<file path="config.mk">
export PLATFORM = sky130hd
export DESIGN_NAME = sse_line_field_parser_top
export DESIGN_NICKNAME = d
export VERILOG_FILES = /design/src/rtl/core/sselfp_pkg.sv /design/src/rtl/core/sse_line_field_parser_top.sv /design/src/rtl/core/sselfp_parse.sv /design/src/rtl/core/sselfp_outq.sv
export VERILOG_INCLUDE_DIRS = /design/src /design/src/rtl/core
export SDC_FILE = /design/constraint.sdc
export NUM_CORES = 1
export LEC_CHECK = 0
export BUFFER_PORTS_ARGS = -buffer_cell sky130_fd_sc_hd__buf_2
export CAP_MARGIN = 20
export CORE_ASPECT_RATIO = 1.2
export CORE_MARGIN = 4
export CORE_UTILIZATION = 45
export CTS_CLUSTER_DIAMETER = 200
export DETAILED_ROUTE_END_ITERATION = 6
export GPL_TIMING_DRIVEN = 0
export SLEW_MARGIN = 30
export SYNTH_ARGS = -nofsm -noshare
export SYNTH_HDL_FRONTEND = slang
export SYNTH_HIERARCHICAL = 1
export SYNTH_SLANG_ARGS = --single-unit
</file>
<file path="constraint.sdc">
create_clock -name aclk -period 10.1 [get_ports aclk]
set_input_delay 1.01 -clock aclk [delete_from_list [all_inputs] [get_ports aclk]]
set_output_delay 1.01 -clock aclk [all_outputs]
set_load 0.03 [all_outputs]
</file>
<file path="src/rtl/core/sse_line_field_parser_top_assert.svh">
// Assertion macros for the line field parser top level.
`ifndef SSE_LINE_FIELD_PARSER_TOP_ASSERT_SVH
`define SSE_LINE_FIELD_PARSER_TOP_ASSERT_SVH

// Check cons in the same cycle as ante.
`define SSELFP_ASSERT_NOW(label, ante, cons) \
    label: assert property (@(posedge aclk) disable iff (!aresetn) \
        (ante) |-> (cons)) else $error("sselfp assertion failed");

// Check cons in the cycle after ante.
`define SSELFP_ASSERT_NEXT(label, ante, cons) \
    label: assert property (@(posedge aclk) disable iff (!aresetn) \
        (ante) |=> (cons)) else $error("sselfp assertion failed");

`endif

</file>
<file path="src/rtl/core/sselfp_pkg.sv">
// Types, codes and field name tables for the line field parser.
package sselfp_pkg;

    localparam logic [7:0] CH_LF    = 8'h0A;
    localparam logic [7:0] CH_CR    = 8'h0D;
    localparam logic [7:0] CH_COLON = 8'h3A;
    localparam logic [7:0] CH_SPACE = 8'h20;

    localparam logic [2:0] KIND_DATA_BYTE = 3'd0;
    localparam logic [2:0] KIND_TYPE_CLR  = 3'd1;
    localparam logic [2:0] KIND_TYPE_BYTE = 3'd2;
    localparam logic [2:0] KIND_ID_CLR    = 3'd3;
    localparam logic [2:0] KIND_ID_BYTE   = 3'd4;
    localparam logic [2:0] KIND_DISPATCH  = 3'd5;

    localparam int NUM_NAMES = 4;
    localparam int Q_DEPTH   = 4;
    localparam int Q_AW      = $clog2(Q_DEPTH);
    localparam int Q_CW      = $clog2(Q_DEPTH + 1);

    // Name indexes: data, event, id, retry.
    localparam logic [1:0] NM_DATA  = 2'd0;
    localparam logic [1:0] NM_EVENT = 2'd1;
    localparam logic [1:0] NM_ID    = 2'd2;
    localparam logic [1:0] NM_RETRY = 2'd3;

    typedef enum logic [1:0] {
        PH_START,
        PH_NAME,
        PH_VALUE,
        PH_IGNORE
    } phase_t;

    typedef enum logic [1:0] {
        TG_NONE,
        TG_DATA,
        TG_EVENT,
        TG_ID
    } target_t;

    typedef struct packed {
        logic [2:0] kind;
        logic [7:0] data;
        logic       last;
    } result_t;

    typedef struct packed {
        logic [1:0] cnt;
        result_t    r0;
        result_t    r1;
    } parse_out_t;

    function automatic logic [2:0] name_len(input logic [1:0] idx);
        logic [2:0] len;
        case (idx)
            NM_DATA:  len = 3'd4;
            NM_EVENT: len = 3'd5;
            NM_ID:    len = 3'd2;
            NM_RETRY: len = 3'd5;
            default:  len = 3'd0;
        endcase
        return len;
    endfunction

    function automatic logic [7:0] name_char(input logic [1:0] idx, input logic [2:0] pos);
        logic [7:0] ch;
        ch = 8'h00;
        case (idx)
            NM_DATA: begin
                case (pos)
                    3'd0: ch = "d";
                    3'd1: ch = "a";
                    3'd2: ch = "t";
                    3'd3: ch = "a";
                    default: ch = 8'h00;
                endcase
            end
            NM_EVENT: begin
                case (pos)
                    3'd0: ch = "e";
                    3'd1: ch = "v";
                    3'd2: ch = "e";
                    3'd3: ch = "n";
                    3'd4: ch = "t";
                    default: ch = 8'h00;
                endcase
            end
            NM_ID: begin
                case (pos)
                    3'd0: ch = "i";
                    3'd1: ch = "d";
                    default: ch = 8'h00;
                endcase
            end
            NM_RETRY: begin
                case (pos)
                    3'd0: ch = "r";
                    3'd1: ch = "e";
                    3'd2: ch = "t";
                    3'd3: ch = "r";
                    3'd4: ch = "y";
                    default: ch = 8'h00;
                endcase
            end
            default: ch = 8'h00;
        endcase
        return ch;
    endfunction

    function automatic logic [2:0] value_kind(input target_t tgt);
        logic [2:0] k;
        case (tgt)
            TG_DATA:  k = KIND_DATA_BYTE;
            TG_EVENT: k = KIND_TYPE_BYTE;
            default:  k = KIND_ID_BYTE;
        endcase
        return k;
    endfunction

endpackage

</file>
<file path="src/rtl/core/sse_line_field_parser_top.sv">
// Top level of the event-stream line field parser.
//
//  channel | prefix | payload                               | dir
//  request | s_     | s_in_byte                             | in
//  result  | m_     | m_out_kind, m_out_byte, m_out_last    | out
//
// A byte is registered on acceptance and parsed from that register into zero,
// one or two results that enter a four-entry result queue.
// One byte per cycle is taken while results drain as fast as they are made;
// a byte that gives two results sends them in turn on the single result port.
// Reset (aresetn low, synchronous) returns to line start with no data present.
// A stalled result port fills the queue; then the input register holds its byte
// and s_ready drops.
module sse_line_field_parser_top (
    input  logic       aclk,
    input  logic       aresetn,
    input  logic       s_valid,
    output logic       s_ready,
    input  logic [7:0] s_in_byte,
    output logic       m_valid,
    input  logic       m_ready,
    output logic [2:0] m_out_kind,
    output logic [7:0] m_out_byte,
    output logic       m_out_last
);

    `include "sse_line_field_parser_top_assert.svh"

    logic                          in_valid_reg;
    logic [7:0]                    in_byte_reg;
    logic                          advance;
    logic                          q_room;
    logic [sselfp_pkg::Q_CW-1:0]   q_count;
    sselfp_pkg::parse_out_t        parsed;
    sselfp_pkg::result_t           q_head;

    assign advance = in_valid_reg && q_room;
    assign s_ready = !in_valid_reg || advance;

    always_ff @(posedge aclk) begin
        if (!aresetn) begin
            in_valid_reg <= 1'b0;
        end else if (s_ready) begin
            in_valid_reg <= s_valid;
        end
    end

    always_ff @(posedge aclk) begin
        if (s_valid && s_ready) begin
            in_byte_reg <= s_in_byte;
        end
    end

    sselfp_parse u_parse (
        .aclk    (aclk),
        .aresetn (aresetn),
        .advance (advance),
        .in_byte (in_byte_reg),
        .res     (parsed)
    );

    sselfp_outq u_outq (
        .aclk      (aclk),
        .aresetn   (aresetn),
        .push      (parsed),
        .push_en   (advance),
        .pop       (m_ready),
        .room      (q_room),
        .not_empty (m_valid),
        .head      (q_head),
        .count     (q_count)
    );

    assign m_out_kind = q_head.kind;
    assign m_out_byte = q_head.data;
    assign m_out_last = q_head.last;

    `SSELFP_ASSERT_NOW(a_clear_zero_byte,
        m_valid && (m_out_kind == sselfp_pkg::KIND_TYPE_CLR ||
                    m_out_kind == sselfp_pkg::KIND_ID_CLR ||
                    m_out_kind == sselfp_pkg::KIND_DISPATCH),
        m_out_byte == 8'h00)
    `SSELFP_ASSERT_NOW(a_queue_bound, 1'b1,
        q_count <= sselfp_pkg::Q_CW'(sselfp_pkg::Q_DEPTH))
    `SSELFP_ASSERT_NEXT(a_input_hold, in_valid_reg && !advance,
        in_valid_reg && $stable(in_byte_reg))

endmodule

</file>
<file path="src/rtl/core/sselfp_parse.sv">
// Line state registers and per-byte field parsing logic.
module sselfp_parse (
    input  logic                   aclk,
    input  logic                   aresetn,
    input  logic                   advance,
    input  logic [7:0]             in_byte,
    output sselfp_pkg::parse_out_t res
);

    sselfp_pkg::phase_t  phase_reg, phase_next;
    logic [2:0]          pos_reg, pos_next;
    logic [3:0]          cand_reg, cand_next;
    sselfp_pkg::target_t tgt_reg, tgt_next;
    logic                first_reg, first_next;
    logic                held_reg, held_next;
    logic                dp_reg, dp_next;
    logic [3:0]          len_hit;

    always_ff @(posedge aclk) begin
        if (!aresetn) begin
            phase_reg <= sselfp_pkg::PH_START;
            pos_reg   <= 3'd0;
            cand_reg  <= 4'hF;
            tgt_reg   <= sselfp_pkg::TG_NONE;
            first_reg <= 1'b0;
            held_reg  <= 1'b0;
            dp_reg    <= 1'b0;
        end else if (advance) begin
            phase_reg <= phase_next;
            pos_reg   <= pos_next;
            cand_reg  <= cand_next;
            tgt_reg   <= tgt_next;
            first_reg <= first_next;
            held_reg  <= held_next;
            dp_reg    <= dp_next;
        end
    end

    always_comb begin
        for (int i = 0; i < sselfp_pkg::NUM_NAMES; i++) begin
            len_hit[i] = cand_reg[i] && (sselfp_pkg::name_len(2'(i)) == pos_reg);
        end
    end

    always_comb begin
        phase_next = phase_reg;
        pos_next   = pos_reg;
        cand_next  = cand_reg;
        tgt_next   = tgt_reg;
        first_next = first_reg;
        held_next  = held_reg;
        dp_next    = dp_reg;
        res        = '0;

        if (in_byte == sselfp_pkg::CH_LF) begin
            if (phase_reg == sselfp_pkg::PH_START && dp_reg) begin
                res.cnt     = 2'd1;
                res.r0.kind = sselfp_pkg::KIND_DISPATCH;
                dp_next     = 1'b0;
            end
            phase_next = sselfp_pkg::PH_START;
            pos_next   = 3'd0;
            cand_next  = 4'hF;
            tgt_next   = sselfp_pkg::TG_NONE;
            first_next = 1'b0;
            held_next  = 1'b0;
        end else begin
            case (phase_reg)
                sselfp_pkg::PH_START, sselfp_pkg::PH_NAME: begin
                    if (phase_reg == sselfp_pkg::PH_START && held_reg) begin
                        held_next  = 1'b0;
                        phase_next = sselfp_pkg::PH_IGNORE;
                    end else if (phase_reg == sselfp_pkg::PH_START &&
                                 in_byte == sselfp_pkg::CH_CR) begin
                        held_next = 1'b1;
                    end else if (in_byte == sselfp_pkg::CH_COLON) begin
                        phase_next = sselfp_pkg::PH_VALUE;
                        first_next = 1'b1;
                        if (len_hit[sselfp_pkg::NM_RETRY]) begin
                            phase_next = sselfp_pkg::PH_IGNORE;
                            first_next = 1'b0;
                        end else if (len_hit[sselfp_pkg::NM_ID]) begin
                            tgt_next    = sselfp_pkg::TG_ID;
                            res.cnt     = 2'd1;
                            res.r0.kind = sselfp_pkg::KIND_ID_CLR;
                        end else if (len_hit[sselfp_pkg::NM_EVENT]) begin
                            tgt_next    = sselfp_pkg::TG_EVENT;
                            res.cnt     = 2'd1;
                            res.r0.kind = sselfp_pkg::KIND_TYPE_CLR;
                        end else if (len_hit[sselfp_pkg::NM_DATA]) begin
                            tgt_next = sselfp_pkg::TG_DATA;
                            if (dp_reg) begin
                                res.cnt     = 2'd1;
                                res.r0.kind = sselfp_pkg::KIND_DATA_BYTE;
                                res.r0.data = sselfp_pkg::CH_LF;
                            end
                        end else begin
                            phase_next = sselfp_pkg::PH_IGNORE;
                            first_next = 1'b0;
                        end
                    end else begin
                        phase_next = sselfp_pkg::PH_NAME;
                        for (int i = 0; i < sselfp_pkg::NUM_NAMES; i++) begin
                            if (pos_reg >= sselfp_pkg::name_len(2'(i)) ||
                                sselfp_pkg::name_char(2'(i), pos_reg) != in_byte) begin
                                cand_next[i] = 1'b0;
                            end
                        end
                        if (pos_reg != 3'd7) begin
                            pos_next = pos_reg + 3'd1;
                        end
                        if (cand_next == 4'h0) begin
                            phase_next = sselfp_pkg::PH_IGNORE;
                        end
                    end
                end
                sselfp_pkg::PH_VALUE: begin
                    first_next = 1'b0;
                    if (!(first_reg && in_byte == sselfp_pkg::CH_SPACE)) begin
                        if (held_reg) begin
                            held_next   = 1'b0;
                            res.cnt     = 2'd1;
                            res.r0.kind = sselfp_pkg::value_kind(tgt_reg);
                            res.r0.data = sselfp_pkg::CH_CR;
                            if (tgt_reg == sselfp_pkg::TG_DATA) begin
                                dp_next = 1'b1;
                            end
                        end
                        if (in_byte == sselfp_pkg::CH_CR) begin
                            held_next = 1'b1;
                        end else begin
                            if (tgt_reg == sselfp_pkg::TG_DATA) begin
                                dp_next = 1'b1;
                            end
                            if (held_reg) begin
                                res.cnt     = 2'd2;
                                res.r1.kind = sselfp_pkg::value_kind(tgt_reg);
                                res.r1.data = in_byte;
                            end else begin
                                res.cnt     = 2'd1;
                                res.r0.kind = sselfp_pkg::value_kind(tgt_reg);
                                res.r0.data = in_byte;
                            end
                        end
                    end
                end
                default: begin
                end
            endcase
        end

        res.r0.last = (res.cnt == 2'd1);
        res.r1.last = (res.cnt == 2'd2);
    end

endmodule

</file>
<file path="src/rtl/core/sselfp_outq.sv">
// Small result queue that takes up to two results per cycle and drains one.
module sselfp_outq (
    input  logic                           aclk,
    input  logic                           aresetn,
    input  sselfp_pkg::parse_out_t         push,
    input  logic                           push_en,
    input  logic                           pop,
    output logic                           room,
    output logic                           not_empty,
    output sselfp_pkg::result_t            head,
    output logic [sselfp_pkg::Q_CW-1:0]    count
);

    sselfp_pkg::result_t             q_mem [sselfp_pkg::Q_DEPTH];
    logic [sselfp_pkg::Q_AW-1:0]     wp_reg, wp_next;
    logic [sselfp_pkg::Q_AW-1:0]     rp_reg, rp_next;
    logic [sselfp_pkg::Q_CW-1:0]     cnt_reg, cnt_next;
    logic [1:0]                      n_push;
    logic                            do_pop;

    assign n_push    = push_en ? push.cnt : 2'd0;
    assign do_pop    = pop && (cnt_reg != '0);
    assign room      = cnt_reg <= sselfp_pkg::Q_CW'(sselfp_pkg::Q_DEPTH - 2);
    assign not_empty = cnt_reg != '0;
    assign head      = q_mem[rp_reg];
    assign count     = cnt_reg;

    always_comb begin
        wp_next  = wp_reg + sselfp_pkg::Q_AW'(n_push);
        rp_next  = rp_reg + sselfp_pkg::Q_AW'(do_pop);
        cnt_next = cnt_reg + sselfp_pkg::Q_CW'(n_push) - sselfp_pkg::Q_CW'(do_pop);
    end

    always_ff @(posedge aclk) begin
        if (!aresetn) begin
            wp_reg  <= '0;
            rp_reg  <= '0;
            cnt_reg <= '0;
        end else begin
            wp_reg  <= wp_next;
            rp_reg  <= rp_next;
            cnt_reg <= cnt_next;
        end
    end

    always_ff @(posedge aclk) begin
        if (n_push != 2'd0) begin
            q_mem[wp_reg] <= push.r0;
        end
        if (n_push == 2'd2) begin
            q_mem[wp_reg + sselfp_pkg::Q_AW'(1)] <= push.r1;
        end
    end

endmodule
</file>
---- After elaboration in Yosys (flattened, before gate mapping) ----
Memories as Yosys holds them, arrays and structs flattened. A register that Yosys moved wholly into a read port is not among the register bits.
Cells that the tools add are included.
word-level totals
  RAM bits ................................ 48
  bits in registers ....................... 30
  word-level logic and storage cells ...... 244
  memories kept ........................... 1
operators by class
  equality and inequality tests ........... 35
  $lt $le $gt $ge ......................... 4
  muxes and demuxes ....................... 147
  reductions and logical operators ........ 39
  $add $sub $neg .......................... 6
memory list
  memory        depth  bits a word  read ports  clocked after memory_dff  wr ports  RTL line           text
  u_outq.q_mem  4      12           1           1                         2         sselfp_outq.sv:14  sselfp_pkg::result_t q_mem [sselfp_pkg::Q_DEPTH];
operators with widths
  kind                                                    number
  two-way mux 8 bit                                       23
  two-way mux 13 bit                                      6
  two-way mux 11 bit                                      6
  two-way mux 3 bit                                       21
  case mux 7 bit (4 select lines)                         2
  two-way mux 1 bit                                       50
  two-way mux 2 bit                                       21
  two-way mux 12 bit                                      3
  inequality test 8 bit                                   4
  case mux 13 bit (2 select lines)                        1
  two-way mux 4 bit                                       6
  case mux 7 bit (3 select lines)                         1
  equality test 8 x 4 -> 1 bit (second input constant)    2
  equality test 8 x 6 -> 1 bit (second input constant)    2
  two-way mux 5 bit                                       3
  case mux 7 bit (2 select lines)                         1
  logical AND 1 bit                                       11
  AND reduction 5 bit                                     2
  nonzero test 2 bit                                      5
  >= comparator 3 bit                                     3
  inequality test 3 x 2 -> 1 bit (second input constant)  3
  equality test 2 bit (second input constant)             4
  inequality test 2 x 1 -> 1 bit (second input constant)  4
  AND reduction 4 bit                                     2
  30 further kinds                                        45

---- Longest topological paths before layout ----
  depth after elaboration ................. 23
  depth in mapped cells ................... 15
  mapped depth without buffers ............ 14

---- By module ----
The synthesis kept the hierarchy.
by module, submodules not included
  module                     cells each  seq. area each (µm²)  area each (µm²)  times used
  sselfp_outq                167         1581.5                2819.0           1
  sselfp_parse               254         280.3                 1825.5           1
  sse_line_field_parser_top  14          260.2                 305.3            1

---- Worst setup path after synthesis ----
OpenSTA, ideal clock, no wires.
  path type ............................... register to register
  start ................................... register in_byte_reg[4]
  end ..................................... register u_outq.cnt_reg (netlist bit u_outq/count[2])
  library setup time ...................... 0.115 ns
  arrival time ............................ 3.198 ns
  slack ................................... 6.787 ns
  period minus slack after synthesis ...... 3.313 ns
  path buffers ............................ 2
  stages on the path, launching flop included .. 15
  path through ............................ edfxtp_1 > buf_2 > nor3_2 > nand3_1 > clkbuf_1 > ha_1 > a221o_1 > and2_1 > xnor2_1 > ha_1 > inv_1 > fa_1 > xor2_1 > xnor2_1 > and2_1
RTL lines
  item                    RTL line                         text
  start, declared         sse_line_field_parser_top.sv:30  logic [7:0] in_byte_reg;
  start signal, assigned  sse_line_field_parser_top.sv:50  in_byte_reg <= s_in_byte;
  end signal, assigned    sselfp_outq.sv:42                cnt_reg <= cnt_next;
  end, declared           sselfp_outq.sv:17                logic [sselfp_pkg::Q_CW-1:0] cnt_reg, cnt_next;

==> results.json <==
{
  "numCtsBuffers": 9,
  "fp-row-count": 41,
  "worst_path_largest_cell_delay_ns": 0.43,
  "relSlewSlack_pct": 36.88,
  "grt_max_degree": 13,
  "p_sw_mw": 0.3457,
  "drt_iter0_markers": 275,
  "layoutNonFillerInstCount": 604,
  "finalWirelength_um": 11750,
  "startpoint_type": "flip-flop",
  "arrival_ns": 4.22,
  "dp.cells": 589,
  "switching_share_pct": 31.09,
  "ir_drop_v": 0.00008309,
  "path_max_fanout": 10,
  "synthCells": 435,
  "synth-edff-count": 56,
  "synth_cell_types": 80,
  "die_x_um": 103.7,
  "io_buffers": 25,
  "clock_path_buffers": 2,
  "internal_power_mw": 0.7660,
  "cts_resized": 0,
  "final_common_cell": "edfxtp_1",
  "async_reset_ff_share_pct": 0,
  "h-tree-depth": 3,
  "status": "finished clean",
  "post_cts_buffers": 0,
  "root_buffer": "clkbuf_16",
  "end_kind": "flip-flop",
  "hp-class": "reg -> reg",
  "dr.pass1.iters": 4,
  "worst_clock_skew_ns": 0.004316,
  "worstSetupPathType": "reg -> reg",
  "hpwl_um": 8383,
  "cp.required_ns": 10.33,
  "die-area_um2": 12750,
  "rsz0062_at_grt": "no",
  "critical_path.cell_chain": "clkbuf_1 > nor2_1 > nand3_1 > clkbuf_1 > ha_1 > a221o_1 > and2_1 > xnor2_1 > ha_1 > inv_1 > fa_1 > xor2_1 > xnor2_1 > and2_1",
  "num_vias": 3590,
  "synth_seq_cells": 78,
  "cts_hold_buf": 0,
  "clkPwrFrac_pct": 32.4,
  "syn-num-nets": 460,
  "total_power_mw": 1.112,
  "power.leakage_nw": 2.082,
  "clk_pin_slew_ns": 0.06,
  "cts.sinks": 78,
  "yosys_warnings": 6,
  "grt_first_pass_wirelength_um": 18770,
  "synth_ff_type": "edfxtp_1",
  "die_height_um": 122.9,
  "drv_slew": 0,
  "io_pins": 26,
  "antenna_found_initial": 0,
  "core_area_um2": 10620,
  "fin_crit_ns": 3.998,
  "drive_gt1_share_pct": 28.21,
  "timing.max_cap.violations": 0,
  "syn_avg_cell_area_um2": 11.38,
  "drc": 0,
  "antenna_cells": 0,
  "p_per_area_nw_per_um2": 199.5,
  "max_freq_mhz": 250.2,
  "cts_tree": "built",
  "ant_nets": 0,
  "grt_pass1_vias": 3608,
  "syn_area_um2": 4950,
  "seq_area_frac_synth_pct": 42.87,
  "place.gp.congestion": 0.9076,
  "num-fill-cells": 969,
  "grt_overflow": 0,
  "fin_crit_sh_pct": 39.58,
  "setup_violations": 0,
  "start_util_pct": 46.61,
  "fin_tns_setup_ns": 0,
  "layout.nets": 496,
  "viasPerCell": 5.944,
  "finalHoldViolCount": 0,
  "groute.usage.overall_pct": 18.97,
  "slowest_stage": "nor2_1",
  "seq_power_share_pct": 35.5,
  "final_cell_mix": "edfxtp_1, mux2_2, buf_2",
  "area_delta_synth_final_pct": 12.59,
  "largest_reg_flops": 48,
  "clk_latency_ns": 0.33,
  "worst_pin_slew_ns": 0.9390,
  "avgRoutedWirePerCell_um": 19.45,
  "power.combinational.fraction_pct": 32.1
}
final timing paths:
| path | depth (start not counted) | slack [ns] | end | start |
|---|---|---|---|---|
| setup / recovery | 14 | 6.10 | u_outq/count[2] | in_byte_reg[6] |
| hold / removal | 2 | 0.48 | u_parse/first_reg | u_parse/first_reg |
| setup reg to reg | 14 | 6.10 | u_outq/count[2] | in_byte_reg[6] |
| hold reg to reg | 2 | 0.48 | u_parse/first_reg | u_parse/first_reg |
per-stage QoR:
| stage | setup slack, ns | util [%] | instance area [um2] | hold slack [ns] |
|---|---|---|---|---|
| global placement | 6.087 | 49.31 | 5236 | 0.4721 |
| floorplan | 6.787 | - | 4950 | 0.4430 |
| detailed placement | 6.172 | 49.39 | 5245 | 0.4710 |
| finish | 6.102 | 52.48 | 5573 | 0.4831 |
| CTS | 6.141 | 52.48 | 5573 | 0.4793 |
| global route | 5.802 | 52.48 | 5573 | 0.5051 |
final cells by class:
| type | count | area (um2) | area share, % |
|---|---|---|---|
| sequential | 78 | 2122 | 38.08 |
| tap | 129 | 161.4 | 2.896 |
| multi-input combinational | 314 | 2639 | 47.35 |
| buffer | 30 | 148.9 | 2.672 |
| clock inverter | 5 | 98.84 | 1.774 |
| timing repair buffer | 25 | 125.1 | 2.245 |
| inverter | 13 | 48.80 | 0.8756 |
| clock buffer | 10 | 229.0 | 4.109 |
metal layers:
layer	global-route usage [%]	vias up	routed length (um)
met5	0	-	0
met3	3.760	19	466
met4	7.066	0	263
met1	22.13	1753	4978
li1	-	1723	-
met2	34.86	95	6039
critical path: cells and delay by family, from the launching register on:
family          cells  cell delay [ns]
flops               1             0.40
xor+xnor            3             0.47
compound gates      1             0.43
simple gates        4             1.12
buf+inv             3             0.61
fa+ha+maj           3             0.86
cell usage after synthesis (all sizes together) (4+ instances only):
library cell,number,area (um2)
nor3b,6,50.05
mux2i,5,50.05
nand2b,7,51.30
inv,13,48.80
o21a,4,30.03
clkbuf,12,45.04
nor2,21,78.83
ha,12,150.1
nand2,23,86.33
buf,18,103.8
and3,14,87.58
mux2,50,600.6
or3,4,25.02
mux4,12,270.3
o21ai,11,66.32
xnor2,8,70.07
and2,21,135.1
nor4,9,62.56
nand4,6,37.54
nand3b,5,50.05
nand3,10,55.05
nor3,6,35.03
dfxtp,22,440.4
edfxtp,56,1682
a21oi,19,95.09
xor2,4,35.03
kinds of logic (layout without fill, tap and decap cells):
logic type      after synthesis  in the layout  share of synthesized area (%)
xor+xnor                     12             12                          2.123
simple gates                152            152                          18.91
flops                        78             78                          42.87
buf+inv                      43             83                          3.994
fa+ha+maj                    13             13                          3.438
mux                          67             67                          18.60
other cells                   1              1                        0.07576
compound gates               69             69                          9.986
power groups by stage:
| stage | sequential, mW | clock [mW] | combinational [mW] |
|---|---|---|---|
| 6_report | 0.394 | 0.361 | 0.357 |
| 5_1_grt | 0.398 | 0.384 | 0.391 |
| 4_1_cts | 0.394 | 0.371 | 0.359 |
| 3_5_place_dp | 0.401 | 0 | 0.357 |
| 3_3_place_gp | 0.401 | 0 | 0.351 |
| 2_1_floorplan | 0.394 | 0 | 0.280 |
Note: power is estimated with default switching activity, not from simulation.
